**src/rtl/cdpf_pkg.sv**
```systemverilog
package cdpf_pkg;

	// Default sizes of the history ring
	localparam int HISTORY_FRAMES_DEF = 5;
	localparam int MAX_CIRCLES_DEF    = 8;

	// Register widths
	localparam int DIM_W   = 16;
	localparam int LIMIT_W = 12;
	localparam int MLIM_W  = 3;
	localparam int MATCH_W = 3;
	localparam int CFG_IDX_W  = 3;
	localparam int CFG_DATA_W = 16;

	// Register reset values
	localparam logic [DIM_W-1:0]   FRAME_WIDTH_RST  = 16'd10240;
	localparam logic [DIM_W-1:0]   FRAME_HEIGHT_RST = 16'd7680;
	localparam logic [LIMIT_W-1:0] X_LIMIT_RST      = 12'd240;
	localparam logic [LIMIT_W-1:0] Y_LIMIT_RST      = 12'd240;
	localparam logic [LIMIT_W-1:0] RADIUS_LIMIT_RST = 12'd320;
	localparam logic [MLIM_W-1:0]  MATCH_LIMIT_RST  = 3'd3;

	// Register indexes
	localparam logic [CFG_IDX_W-1:0] REG_FRAME_WIDTH  = 3'd0;
	localparam logic [CFG_IDX_W-1:0] REG_FRAME_HEIGHT = 3'd1;
	localparam logic [CFG_IDX_W-1:0] REG_X_LIMIT      = 3'd2;
	localparam logic [CFG_IDX_W-1:0] REG_Y_LIMIT      = 3'd3;
	localparam logic [CFG_IDX_W-1:0] REG_RADIUS_LIMIT = 3'd4;
	localparam logic [CFG_IDX_W-1:0] REG_MATCH_LIMIT  = 3'd5;

	// Item opcodes
	localparam logic OP_CIRCLE = 1'b0;
	localparam logic OP_EOF    = 1'b1;

	localparam logic [MATCH_W-1:0] MATCH_SAT = 3'd7;

	typedef struct packed {
		logic             op;
		logic [DIM_W-1:0] center_x;
		logic [DIM_W-1:0] center_y;
		logic [DIM_W-1:0] radius;
	} item_t;

	typedef struct packed {
		logic               frame_closed;
		logic               inside_frame;
		logic [MATCH_W-1:0] matching_frames;
		logic               stable;
		logic               dropped;
	} result_t;

	typedef struct packed {
		logic [DIM_W-1:0] x;
		logic [DIM_W-1:0] y;
		logic [DIM_W-1:0] r;
	} circle_t;

	localparam int CIRCLE_W = $bits(circle_t);

	typedef struct packed {
		logic [LIMIT_W-1:0] x_limit;
		logic [LIMIT_W-1:0] y_limit;
		logic [LIMIT_W-1:0] radius_limit;
	} limits_t;

	// Broadcast command from the sequencer to every cell
	typedef struct packed {
		logic    store;       // circle transfer: current cell appends wr_circle unless full
		logic    clear;       // end of frame: next cell empties itself
		logic    clear_hits;  // start of a new search
		logic    compare;     // read data valid, compare against query
		logic    shift;       // hit flags move one cell toward cell 0
		circle_t wr_circle;
		circle_t query;
	} cell_cmd_t;

	typedef enum logic [2:0] {
		ST_IDLE,
		ST_WALK,
		ST_FLUSH,
		ST_SUM,
		ST_DONE
	} state_t;

	function automatic logic [DIM_W-1:0] abs_diff(input logic [DIM_W-1:0] a,
		input logic [DIM_W-1:0] b);
		abs_diff = (a > b) ? (a - b) : (b - a);
	endfunction

endpackage

```
**src/rtl/cdpf_ram.sv**
```systemverilog
module cdpf_ram #(
	parameter int WIDTH = 48,
	parameter int DEPTH = 8,
	localparam int AW = (DEPTH > 1) ? $clog2(DEPTH) : 1
) (
	input  logic             clk,
	input  logic             we,
	input  logic [AW-1:0]    waddr,
	input  logic [WIDTH-1:0] wdata,
	input  logic [AW-1:0]    raddr,
	output logic [WIDTH-1:0] rdata
);

	logic [WIDTH-1:0] mem [DEPTH];

	// One write port, one registered read port
	always_ff @(posedge clk) begin
		if (we) begin
			mem[waddr] <= wdata;
		end
		rdata <= mem[raddr];
	end

endmodule

```
**src/rtl/cdpf_cell.sv**
```systemverilog
module cdpf_cell import cdpf_pkg::*; #(
	parameter int MAX_CIRCLES = MAX_CIRCLES_DEF,
	localparam int IDX_W = (MAX_CIRCLES > 1) ? $clog2(MAX_CIRCLES) : 1,
	localparam int CNT_W = $clog2(MAX_CIRCLES + 1)
) (
	input  logic             clk,
	input  logic             arst_n,
	input  cell_cmd_t        cmd,
	input  logic             is_cur,
	input  logic             is_next,
	input  logic [IDX_W-1:0] rd_idx,
	input  logic [IDX_W-1:0] cmp_idx,
	input  limits_t          limits,
	input  logic             hit_in,
	output logic             hit_out,
	output logic             full
);

	logic [CNT_W-1:0] count_q;
	logic             hit_q;
	logic             wr_en;
	circle_t          entry;
	logic             entry_valid;
	logic             similar;

	assign full  = (count_q == CNT_W'(MAX_CIRCLES));
	assign wr_en = cmd.store && is_cur && !full;

	cdpf_ram #(
		.WIDTH(CIRCLE_W),
		.DEPTH(MAX_CIRCLES)
	) u_ram (
		.clk  (clk),
		.we   (wr_en),
		.waddr(count_q[IDX_W-1:0]),
		.wdata(cmd.wr_circle),
		.raddr(rd_idx),
		.rdata(entry)
	);

	// Fill count of this frame slot
	always_ff @(posedge clk or negedge arst_n) begin
		if (!arst_n) begin
			count_q <= '0;
		end else if (cmd.clear && is_next) begin
			count_q <= '0;
		end else if (wr_en) begin
			count_q <= count_q + CNT_W'(1);
		end
	end

	// Compare the entry read last cycle with the query
	always_comb begin
		entry_valid = (CNT_W'(cmp_idx) < count_q);
		similar = (abs_diff(entry.x, cmd.query.x) < DIM_W'(limits.x_limit)) &&
			(abs_diff(entry.y, cmd.query.y) < DIM_W'(limits.y_limit)) &&
			(abs_diff(entry.r, cmd.query.r) < DIM_W'(limits.radius_limit));
	end

	// Hit flag: set by the walk, then shifted out through the chain
	always_ff @(posedge clk or negedge arst_n) begin
		if (!arst_n) begin
			hit_q <= 1'b0;
		end else if (cmd.clear_hits) begin
			hit_q <= 1'b0;
		end else if (cmd.shift) begin
			hit_q <= hit_in;
		end else if (cmd.compare && entry_valid && similar && !is_cur) begin
			hit_q <= 1'b1;
		end
	end

	assign hit_out = hit_q;

endmodule

```
**src/rtl/circle_detection_persistence_filter.sv**
```systemverilog
// Persistence filter for circle detections.
// Item channel (item_valid / item_stall / item): one circle detection or an
// end-of-frame marker per transfer. Result channel (result_valid /
// result_stall / result): exactly one result per item, in order.
// Config channel (cfg_valid / cfg_ready / cfg_index / cfg_data): always
// ready; write only while the block is idle.
// An end-of-frame item or a circle outside the frame goes straight to the
// done state, from which its result is loaded into the output register. A
// circle inside the frame passes the walk, flush and sum states: each frame
// cell walks its circle RAM one entry per cycle through its read port, then
// the hit flags shift out of the cell chain one cell per cycle.
// One item is in work at a time; item_stall is high from the transfer until
// the result is loaded into the output register, so the next item can be
// taken while a result still waits there.
// While result_stall is high a held result stays, and a finished item waits.
// Reset empties every frame slot, selects slot 0 and restores register
// defaults; no clearing pass is needed.
module circle_detection_persistence_filter import cdpf_pkg::*; #(
	parameter int HISTORY_FRAMES = HISTORY_FRAMES_DEF,
	parameter int MAX_CIRCLES    = MAX_CIRCLES_DEF
) (
	input  logic                  clk,
	input  logic                  arst_n,
	input  logic                  item_valid,
	output logic                  item_stall,
	input  item_t                 item,
	output logic                  result_valid,
	input  logic                  result_stall,
	output result_t               result,
	input  logic                  cfg_valid,
	output logic                  cfg_ready,
	input  logic [CFG_IDX_W-1:0]  cfg_index,
	input  logic [CFG_DATA_W-1:0] cfg_data
);

	localparam int SLOTS  = HISTORY_FRAMES + 1;
	localparam int SLOT_W = $clog2(SLOTS);
	localparam int IDX_W  = (MAX_CIRCLES > 1) ? $clog2(MAX_CIRCLES) : 1;
	localparam int SUM_W  = $clog2(SLOTS);

	// Configuration registers
	logic [DIM_W-1:0]   frame_width_q;
	logic [DIM_W-1:0]   frame_height_q;
	limits_t            limits_q;
	logic [MLIM_W-1:0]  match_limit_q;

	// Sequencer state
	state_t             state_q, state_d;
	logic [SLOT_W-1:0]  cur_q;
	logic [SLOT_W-1:0]  next_slot;
	logic [IDX_W-1:0]   k_q;
	logic               walk_s1;
	logic [IDX_W-1:0]   k_s1;
	logic [SUM_W-1:0]   sum_cnt_q;
	logic [MATCH_W-1:0] match_q;
	logic               inside_q;
	logic               eof_q;
	logic               dropped_q;
	circle_t            query_q;
	result_t            result_q;
	logic               result_valid_q;

	logic               accept;
	logic               in_frame;
	logic               dropped;
	logic               walk_last;
	logic               sum_last;
	logic               res_free;
	logic               load_res;
	logic               walk_en;
	logic               shift_en;
	logic [DIM_W:0]     sum_x;
	logic [DIM_W:0]     sum_y;
	circle_t            item_circle;
	cell_cmd_t          cmd;

	logic [SLOTS-1:0]   full;
	logic [SLOTS-1:0]   hit;
	logic [SLOTS-1:0]   is_cur;
	logic [SLOTS-1:0]   is_next;

	assign cfg_ready = 1'b1;

	// Register writes
	always_ff @(posedge clk or negedge arst_n) begin
		if (!arst_n) begin
			frame_width_q         <= FRAME_WIDTH_RST;
			frame_height_q        <= FRAME_HEIGHT_RST;
			limits_q.x_limit      <= X_LIMIT_RST;
			limits_q.y_limit      <= Y_LIMIT_RST;
			limits_q.radius_limit <= RADIUS_LIMIT_RST;
			match_limit_q         <= MATCH_LIMIT_RST;
		end else if (cfg_valid) begin
			case (cfg_index)
				REG_FRAME_WIDTH:  frame_width_q <= cfg_data;
				REG_FRAME_HEIGHT: frame_height_q <= cfg_data;
				REG_X_LIMIT:      limits_q.x_limit <= cfg_data[LIMIT_W-1:0];
				REG_Y_LIMIT:      limits_q.y_limit <= cfg_data[LIMIT_W-1:0];
				REG_RADIUS_LIMIT: limits_q.radius_limit <= cfg_data[LIMIT_W-1:0];
				REG_MATCH_LIMIT:  match_limit_q <= cfg_data[MLIM_W-1:0];
				default: ;
			endcase
		end
	end

	// Bounds check and slot-full lookup for the item at the input
	always_comb begin
		item_circle.x = item.center_x;
		item_circle.y = item.center_y;
		item_circle.r = item.radius;
		sum_x = {1'b0, item.center_x} + {1'b0, item.radius};
		sum_y = {1'b0, item.center_y} + {1'b0, item.radius};
		in_frame = !((item.center_x < item.radius) || (item.center_y < item.radius) ||
			(sum_x >= {1'b0, frame_width_q}) || (sum_y >= {1'b0, frame_height_q}));
		dropped = |(full & is_cur);
		next_slot = (cur_q == SLOT_W'(SLOTS - 1)) ? '0 : cur_q + SLOT_W'(1);
	end

	assign accept    = item_valid && !item_stall;
	assign walk_last = (k_q == IDX_W'(MAX_CIRCLES - 1));
	assign sum_last  = (sum_cnt_q == SUM_W'(SLOTS - 1));
	assign res_free  = !result_valid_q || !result_stall;

	// Next state
	always_comb begin
		state_d = state_q;
		case (state_q)
			ST_IDLE: begin
				if (accept) begin
					if (item.op == OP_EOF || !in_frame) begin
						state_d = ST_DONE;
					end else begin
						state_d = ST_WALK;
					end
				end
			end
			ST_WALK: begin
				if (walk_last) begin
					state_d = ST_FLUSH;
				end
			end
			ST_FLUSH: state_d = ST_SUM;
			ST_SUM: begin
				if (sum_last) begin
					state_d = ST_DONE;
				end
			end
			ST_DONE: begin
				if (res_free) begin
					state_d = ST_IDLE;
				end
			end
			default: state_d = ST_IDLE;
		endcase
	end

	// State outputs
	always_comb begin
		item_stall = 1'b1;
		walk_en    = 1'b0;
		shift_en   = 1'b0;
		load_res   = 1'b0;
		case (state_q)
			ST_IDLE:  item_stall = 1'b0;
			ST_WALK:  walk_en = 1'b1;
			ST_FLUSH: ;
			ST_SUM:   shift_en = 1'b1;
			ST_DONE:  load_res = res_free;
			default: ;
		endcase
	end

	always_ff @(posedge clk or negedge arst_n) begin
		if (!arst_n) begin
			state_q <= ST_IDLE;
		end else begin
			state_q <= state_d;
		end
	end

	// Slot ring, walk index and hit count
	always_ff @(posedge clk or negedge arst_n) begin
		if (!arst_n) begin
			cur_q     <= '0;
			k_q       <= '0;
			walk_s1   <= 1'b0;
			sum_cnt_q <= '0;
			match_q   <= '0;
		end else begin
			walk_s1 <= walk_en;
			if (accept && item.op == OP_EOF) begin
				cur_q <= next_slot;
			end
			if (accept) begin
				k_q       <= '0;
				sum_cnt_q <= '0;
				match_q   <= '0;
			end else begin
				if (walk_en) begin
					k_q <= k_q + IDX_W'(1);
				end
				if (shift_en) begin
					sum_cnt_q <= sum_cnt_q + SUM_W'(1);
					if (hit[0] && match_q != MATCH_SAT) begin
						match_q <= match_q + MATCH_W'(1);
					end
				end
			end
		end
	end

	// Read index delayed to line up with the registered RAM data
	always_ff @(posedge clk) begin
		k_s1 <= k_q;
	end

	// Item details kept for the result
	always_ff @(posedge clk) begin
		if (accept) begin
			query_q   <= item_circle;
			eof_q     <= (item.op == OP_EOF);
			inside_q  <= (item.op == OP_CIRCLE) && in_frame;
			dropped_q <= (item.op == OP_CIRCLE) && dropped;
		end
	end

	// Output register
	always_ff @(posedge clk or negedge arst_n) begin
		if (!arst_n) begin
			result_valid_q <= 1'b0;
		end else if (load_res) begin
			result_valid_q <= 1'b1;
		end else if (!result_stall) begin
			result_valid_q <= 1'b0;
		end
	end

	always_ff @(posedge clk) begin
		if (load_res) begin
			result_q.frame_closed    <= eof_q;
			result_q.inside_frame    <= inside_q;
			result_q.matching_frames <= inside_q ? match_q : '0;
			result_q.stable          <= inside_q && (match_q > match_limit_q);
			result_q.dropped         <= dropped_q;
		end
	end

	assign result_valid = result_valid_q;
	assign result       = result_q;

	// Command broadcast to the cells
	always_comb begin
		cmd.store      = accept && (item.op == OP_CIRCLE);
		cmd.clear      = accept && (item.op == OP_EOF);
		cmd.clear_hits = accept;
		cmd.compare    = walk_s1;
		cmd.shift      = shift_en;
		cmd.wr_circle  = item_circle;
		cmd.query      = query_q;
	end

	// Row of frame cells; hit flags travel toward cell 0
	for (genvar i = 0; i < SLOTS; i++) begin : g_cell
		logic hit_in;

		assign is_cur[i]  = (cur_q == SLOT_W'(i));
		assign is_next[i] = (next_slot == SLOT_W'(i));

		if (i == SLOTS - 1) begin : g_tail
			assign hit_in = 1'b0;
		end else begin : g_link
			assign hit_in = hit[i+1];
		end

		cdpf_cell #(
			.MAX_CIRCLES(MAX_CIRCLES)
		) u_cell (
			.clk    (clk),
			.arst_n (arst_n),
			.cmd    (cmd),
			.is_cur (is_cur[i]),
			.is_next(is_next[i]),
			.rd_idx (k_q),
			.cmp_idx(k_s1),
			.limits (limits_q),
			.hit_in (hit_in),
			.hit_out(hit[i]),
			.full   (full[i])
		);
	end

endmodule
```
**config.mk**
```make
export PLATFORM = sky130hd
export DESIGN_NAME = circle_detection_persistence_filter
export DESIGN_NICKNAME = d
export VERILOG_FILES = /design/src/rtl/cdpf_pkg.sv /design/src/rtl/cdpf_ram.sv /design/src/rtl/cdpf_cell.sv /design/src/rtl/circle_detection_persistence_filter.sv
export SDC_FILE = /design/constraint.sdc
export NUM_CORES = 2
export LEC_CHECK = 0
export BUFFER_PORTS_ARGS = -buffer_cell sky130_fd_sc_hd__buf_2
export CAP_MARGIN = 10
export CORE_MARGIN = 2
export CORE_UTILIZATION = 60
export DETAILED_ROUTE_END_ITERATION = 10
export GPL_TIMING_DRIVEN = 1
export PLACE_DENSITY = 0.76
export SETUP_SLACK_MARGIN = 0.02
export SKIP_LAST_GASP = 1
export SYNTH_ARGS = -nofsm -noshare
export SYNTH_HDL_FRONTEND = slang
export SYNTH_SLANG_ARGS = --single-unit
```
**constraint.sdc**
```tcl
create_clock -name clk -period 9.9 [get_ports clk]
set_input_delay 0.99 -clock clk [delete_from_list [all_inputs] [get_ports clk]]
set_output_delay 0.99 -clock clk [all_outputs]
set_load 0.02 [all_outputs]
```
Word level (Yosys, flattened, before mapping). Memory sizes are Yosys's and may differ from the RTL's. A register that Yosys moved wholly into a read port is not among the register bits. Index checks and enable logic that the tools add are counted.

Add/sub/neg operators: 48. Order comparisons: 47. Eq/ne operators: 33. Muxes and demuxes: 80. Bitwise logic cells: 2. Reductions and logical operators: 103.

Operator list (number): $sub A16 B16 Y16 (36); $gt A16 B16 Y1 (18); $lt A16 B12 Y1 (18); $mux W16 (18); $logic_and A1 B1 Y1 (55); $mux W4 (12); $mux W3 (13); $mux W1 (36); $add A16 B16 Y17 (2); $ge A17 B16 Y1 (2); $lt A16 B16 Y1 (2); $eq A3 B3 Y1 const B (9); $add A4 B1 Y4 const B (6); $eq A3 B2 Y1 const B (8); $eq A4 B4 Y1 const B (6); $lt A3 B4 Y1 (6); $reduce_bool A2 Y1 (9); $reduce_bool A3 Y1 (6); $logic_not A1 Y1 (15); $pmux W3 S5 (1); $reduce_and A2 Y1 (7); $add A3 B1 Y3 const B (4); $eq A3 B1 Y1 const B (4); $logic_not A3 Y1 (4); other kinds (9) (16).

Bits in registers: 179. Memory bits (writable): 2304. Input bits: 73. Memories kept: 6.

Memories: g_cell[0].u_cell.u_ram.mem (words 8, bits a word 48, rd ports 1, clocked after Yosys merged registers in 1, wr ports 1, RTL line cdpf_ram.sv:14) `logic [WIDTH-1:0] mem [DEPTH];`; g_cell[1].u_cell.u_ram.mem (words 8, bits a word 48, rd ports 1, clocked after Yosys merged registers in 1, wr ports 1, RTL line cdpf_ram.sv:14); g_cell[2].u_cell.u_ram.mem (words 8, bits a word 48, rd ports 1, clocked after Yosys merged registers in 1, wr ports 1, RTL line cdpf_ram.sv:14); g_cell[3].u_cell.u_ram.mem (words 8, bits a word 48, rd ports 1, clocked after Yosys merged registers in 1, wr ports 1, RTL line cdpf_ram.sv:14); g_cell[4].u_cell.u_ram.mem (words 8, bits a word 48, rd ports 1, clocked after Yosys merged registers in 1, wr ports 1, RTL line cdpf_ram.sv:14); g_cell[5].u_cell.u_ram.mem (words 8, bits a word 48, rd ports 1, clocked after Yosys merged registers in 1, wr ports 1, RTL line cdpf_ram.sv:14).

Longest topological paths before layout.
Depth in word-level cells: 10. Depth in mapped cells: 26. Gate-level depth less buffers: 24.

Modules after synthesis. From an unflattened synthesis, not the netlist that was laid out.

Cell total of the unflattened synthesis: 9703. Area total of the unflattened synthesis: 138703.0 sq um.

Modules (own cells, without submodules): cdpf_ram (instances 6, cells each 616, area an instance 15620.0 sq um, seq. area each 12492.0 sq um); cdpf_cell (g_cell[0].u_cell ...) (instances 4, cells each 873, area an instance 6039.5 sq um, seq. area each 125.1 sq um); circle_detection_persistence_filter (instances 1, cells each 793, area an instance 8600.7 sq um, seq. area each 4026.4 sq um); cdpf_cell (g_cell[1].u_cell) (instances 1, cells each 856, area an instance 6123.4 sq um, seq. area each 125.1 sq um); cdpf_cell (g_cell[5].u_cell) (instances 1, cells each 866, area an instance 6100.9 sq um, seq. area each 125.1 sq um).

Worst setup path after synthesis. No wires, ideal clock.

Path kind: input-to-reg. Start point: input port item_valid. End point: memory g_cell[5].u_cell.u_ram.mem[0][0], enable pin. Library setup time: 0.513 ns. Arrival: 5.775 ns. Required time: 9.387 ns. Slack: 3.612 ns. Cell stages on the path: 5. Path buffers: 1. Cells stage by stage: or4b_1 > clkbuf_1 > nor4_1 > nand2_1 > nor3_1.

Word-level cells in the longest chain between the ends: 6.

Ends and longest elaborated chain: start: declaration (RTL line circle_detection_persistence_filter.sv:24) `input logic item_valid,`; $logic_and A1 B1 Y1 (RTL line circle_detection_persistence_filter.sv:119) `assign accept = item_valid && !item_stall;`; $logic_and A1 B1 Y1 (RTL line circle_detection_persistence_filter.sv:253) `cmd.store = accept && (item.op == OP_CIRCLE);`; $logic_and A1 B1 Y1 (2 in a row) (RTL line cdpf_cell.sv:27) `assign wr_en = cmd.store && is_cur && !full;`; $mux W1 (RTL line cdpf_ram.sv:18) `if (we) begin`; $mux W1 (implied by the code) (RTL line cdpf_ram.sv:19) `mem[waddr] <= wdata;`; end: declaration (RTL line cdpf_ram.sv:14).

No other way between the ends.

Worst setup path in the final report.
Start point: register query_q (netlist bit cmd[33]). End point: register g_cell[0].u_cell.hit_q.

Word-level cells in the longest chain between the ends: 8. Elaborated cells on any way between the ends: 10.

Ends and longest elaborated chain: start: declaration (RTL line circle_detection_persistence_filter.sv:59) `circle_t query_q;`; start signal: assignment (RTL line circle_detection_persistence_filter.sv:220) `query_q <= item_circle;`; $sub A16 B16 Y16 or $gt A16 B16 Y1 (tied branches) (RTL line cdpf_pkg.sv:87) `abs_diff = (a > b) ? (a - b) : (b - a);`; $mux W16 (*) (RTL line cdpf_pkg.sv:87); $lt A16 B12 Y1 (*) (RTL line cdpf_cell.sv:55) `similar = (abs_diff(entry.x, cmd.query.x) < DIM_W'(limits.x_limit)) &&`; $logic_and A1 B1 Y1 (*) (RTL line cdpf_cell.sv:55); $logic_and A1 B1 Y1 (*) (RTL line cdpf_cell.sv:56) `(abs_diff(entry.y, cmd.query.y) < DIM_W'(limits.y_limit)) &&`; $logic_and A1 B1 Y1 (*) (2 in a row) (RTL line cdpf_cell.sv:68) `end else if (cmd.compare && entry_valid && similar && !is_cur) begin`; $reduce_bool A3 Y1 (no line) (*); end signal: assignment (RTL line cdpf_cell.sv:67) `hit_q <= hit_in;`; end: declaration (RTL line cdpf_cell.sv:20) `logic hit_q;`.

Mark *: on every way between the ends. The rest lies on a longest branch, timed or not. A chain may end at the register's enable or synchronous reset.

==> metrics <==
H-tree depth=5; Post-synth EDFFs=2362; unrepaired setup endpoints after global routing=no; Die W=about 480 um; critical path launch point=cmd[33]; # resized after CTS=0; #FFs+latches synth=roughly 2.8k; actual slew at the worst max-slew pin=1.29 ns; Root Buffer=clkbuf_16; Critical Path Max Stage Delay=0.96 ns; total wire length=467 mm; r2r setup slk=slightly below 2 ns; max-cap violation count=0; routed via count=approximately 86k; ys async rst share=4.26%; Crit Path Max Fanout=21; initial core utilization=about three fifths; period utilisation layout=80.1%; Rel. slew slack=between 10% and 20%; final antenna-violating net count=0; vias per cell=6.91; Synth Area per Inst=14.7 um^2; vias in the first global route=84.3k; Cell Area, Synth=134000 um^2; outcome=complete, no violations; VDD IR max=approximately 0.23 mV; Crit. End Element=register; endpoints failing hold=0; sequential share of the synthesized area=59.6%; clk sinks=2771; worst hold path type=primary input to register; latest clock arrival within the worst-skew pair=between 1 and 1.5 ns; count of final setup violators=0; top post-synthesis cells by area=edfxtp_1 53%, mux4_2 9.7%, ha_1 8.3%, dfxtp_1 4.4%, mux2_2 2.9%; Synth cell types=95; Primary FF master, synth=edfxtp_1; Synth Net Count=between 10k and 15k; PortBufs=81; NumNets Final=10.3k; Max Transition Viols Final=0; DRC errors left=0; drt pass-1 iters=7; cell taking the most area after synthesis=edfxtp_1; full die area=roughly 230000 um^2; CP Capture Point=g_cell[0].u_cell.hit_out; Tmin final=a little under 8 ns; Yosys top cell area share=53.0%; PwrDens=205 nW/um^2; Crit Path Class=register to register; commonest non-fill, non-tap cell in the layout=edfxtp_1; Reg-to-Reg Start=cmd[33]; most frequent cells in the layout=2362 x edfxtp_1, 886 x ha_1, 584 x inv_1, 576 x mux4_2, 538 x a21oi_1; CTS Buffer Depth=4; Critical Path Source Type=register; hold_buf cts=1; worst hold slack=0.305 ns; global-route wire length before repair=roughly 650 mm; global placement routability congestion=1.08; die height=476 um; GRT Resource Usage Total=between 40% and 50%; CTS tree=yes; synth warn=0; Arrival @ worst endpoint=8.75 ns; antenna violations before repair=around 60; grt total ovfl=0; initial DRC count=13.1k; # IOs=83; Crit Reg-Reg Endpoint=g_cell[0].u_cell.hit_out; post-route setup TNS=0 ns; area grow syn2layout=10.7%; WL/cell=37.4 um; critical path data required time=approximately 11 ns; Post CTS Setup Buffer Count=0; worst-case clock skew=0.102 ns; TritonCTS Buffers=293; R2R cell count=22; cell count after synthesis=approximately 9k; pin count of the biggest net entering global routing=158; cells along the critical path=inv_1, fa_1, a21oi_1, o221ai_1, a21bo_2, a31oi_1, o21ai_0, o31ai_2, buf_4, mux2i_1, a21oi_1, xnor2_1, ha_1, a222oi_1, nand3_1, nor3_1, o211ai_1, a311oi_1, o21ai_0, nor3_1, nand3_1, o32ai_1; core area=222000 um^2; share of layout cells above drive strength 1=18.5%; placed wire-length estimate=306 mm; FP Rows=173; P_leak=53.5 nW; Clock Pin Slew Worst Setup and Hold Paths=0.08 ns; Fmax achieved=0.126 GHz; CP max-delay cell=edfxtp_1
==> how the worst min path moves through the flow <==
stage	from	to	slack, ns	cells past startpoint
global route	cfg_data[12]	frame_width_q[12]	0.31	3
detailed placement	dropped_q	result[0]	0.41	0
global placement	eof_q	result[6]	0.40	0
CTS	cfg_data[12]	frame_width_q[12]	0.27	3
finish	cfg_data[12]	frame_width_q[12]	0.30	3
floorplan	k_q[1]	k_s1[1]	0.37	0
==> sequential cells by signal, indices dropped and copies added, names as in the netlist <==
name	cells
match_limit_q	3
k_s1	3
state_q	3
limits_q	36
dropped_q	1
sum_cnt_q	3
cmd	48
result_valid	1
cur_q	3
g_cell.u_cell.count_q	24
frame_width_q	16
inside_q	1
g_cell.u_cell.u_ram.mem	2304
match_q	3
frame_height_q	16
g_cell.u_cell.u_ram.rdata	288
result	7
g_cell.u_cell.hit_out	6
walk_s1	1
k_q	3
eof_q	1
==> layout make-up <==
| cell class | instances | area (um^2) |
|---|---|---|
| diodes | 32 | 80.1 |
| clock buffers | 387 | 8060 |
| clock inverters | 128 | 1620 |
| fillers | 14800 | 73800 |
| inverters | 585 | 2200 |
| multi-input cells | 5360 | 50700 |
| flip-flops and latches | 2771 | 79700 |
| well taps | 2975 | 3720 |
| repair buffers | 274 | 1950 |
==> synth_stat cells (77+ instances only) <==
| library cell | number |
|---|---|
| clkbuf_1 | 265 |
| ha_1 | 886 |
| xnor2_1 | 183 |
| mux2_2 | 347 |
| nand2_1 | 381 |
| mux2i_1 | 131 |
| nor3_1 | 103 |
| o21ai_0 | 378 |
| a21o_1 | 212 |
| dfrtp_1 | 100 |
| edfxtp_1 | 2362 |
| inv_1 | 585 |
| o21bai_1 | 77 |
| nand3_1 | 90 |
| mux4_2 | 576 |
| dfxtp_1 | 291 |
| nand4_1 | 101 |
| xor2_1 | 117 |
| nor2_1 | 345 |
| a21oi_1 | 539 |
==> metal layers <==
metal | global-route usage, % | vias to the layer above | wire [um]
met5 | 0 | - | 86
met4 | 21.4 | 12 | 28600
met3 | 11.3 | 1139 | 57900
met2 | 61.5 | 6080 | 210000
met1 | 54.8 | 43800 | 171000
li1 | - | 35400 | -
==> logic make-up after synthesis <==
logic type | count (synthesis) | synth area share, %
simple gates | 1353 | 4.92
mux | 1054 | 13.6
xor+xnor | 300 | 1.96
compound gates | 1728 | 8.25
fa+ha+maj | 924 | 8.86
flops | 2771 | 59.6
other cells | 1 | 0.00280
buf+inv | 976 | 2.80
==> worst max-delay path, delay by kind of cell, from the launching register on <==
family                     cells  cell delay [ns]
and+or+nand+nor                4             0.81
muxes                          1             0.32
AOI/OAI and AO/OA             12             3.08
DFF                            1             0.96
buffers and inverters          2             0.98
adders and majority gates      2             1.04
xor gates and xnor gates       1             0.59
==> stage by stage <==
stage               utilization [%]  total power, W  area [um^2]  setup slack [ns]  cells
global placement               62.3          0.0190       138000              2.30  12000
finish                         66.7          0.0303       148000              1.97  12500
floorplan                         -          0.0168       134000              3.61   9107
detailed placement             62.3          0.0190       138000              2.22  12000
global route                   66.7          0.0312       148000              1.48  12500
CTS                            66.7          0.0302       148000              2.13  12500
==> power by group <==
part,internal (W),switching (W)
logic,0.00196,0.00372
clock network,0.00664,0.00467
registers,0.0130,0.000347
total,0.0216,0.00873
(Power assumes the default switching activity.)
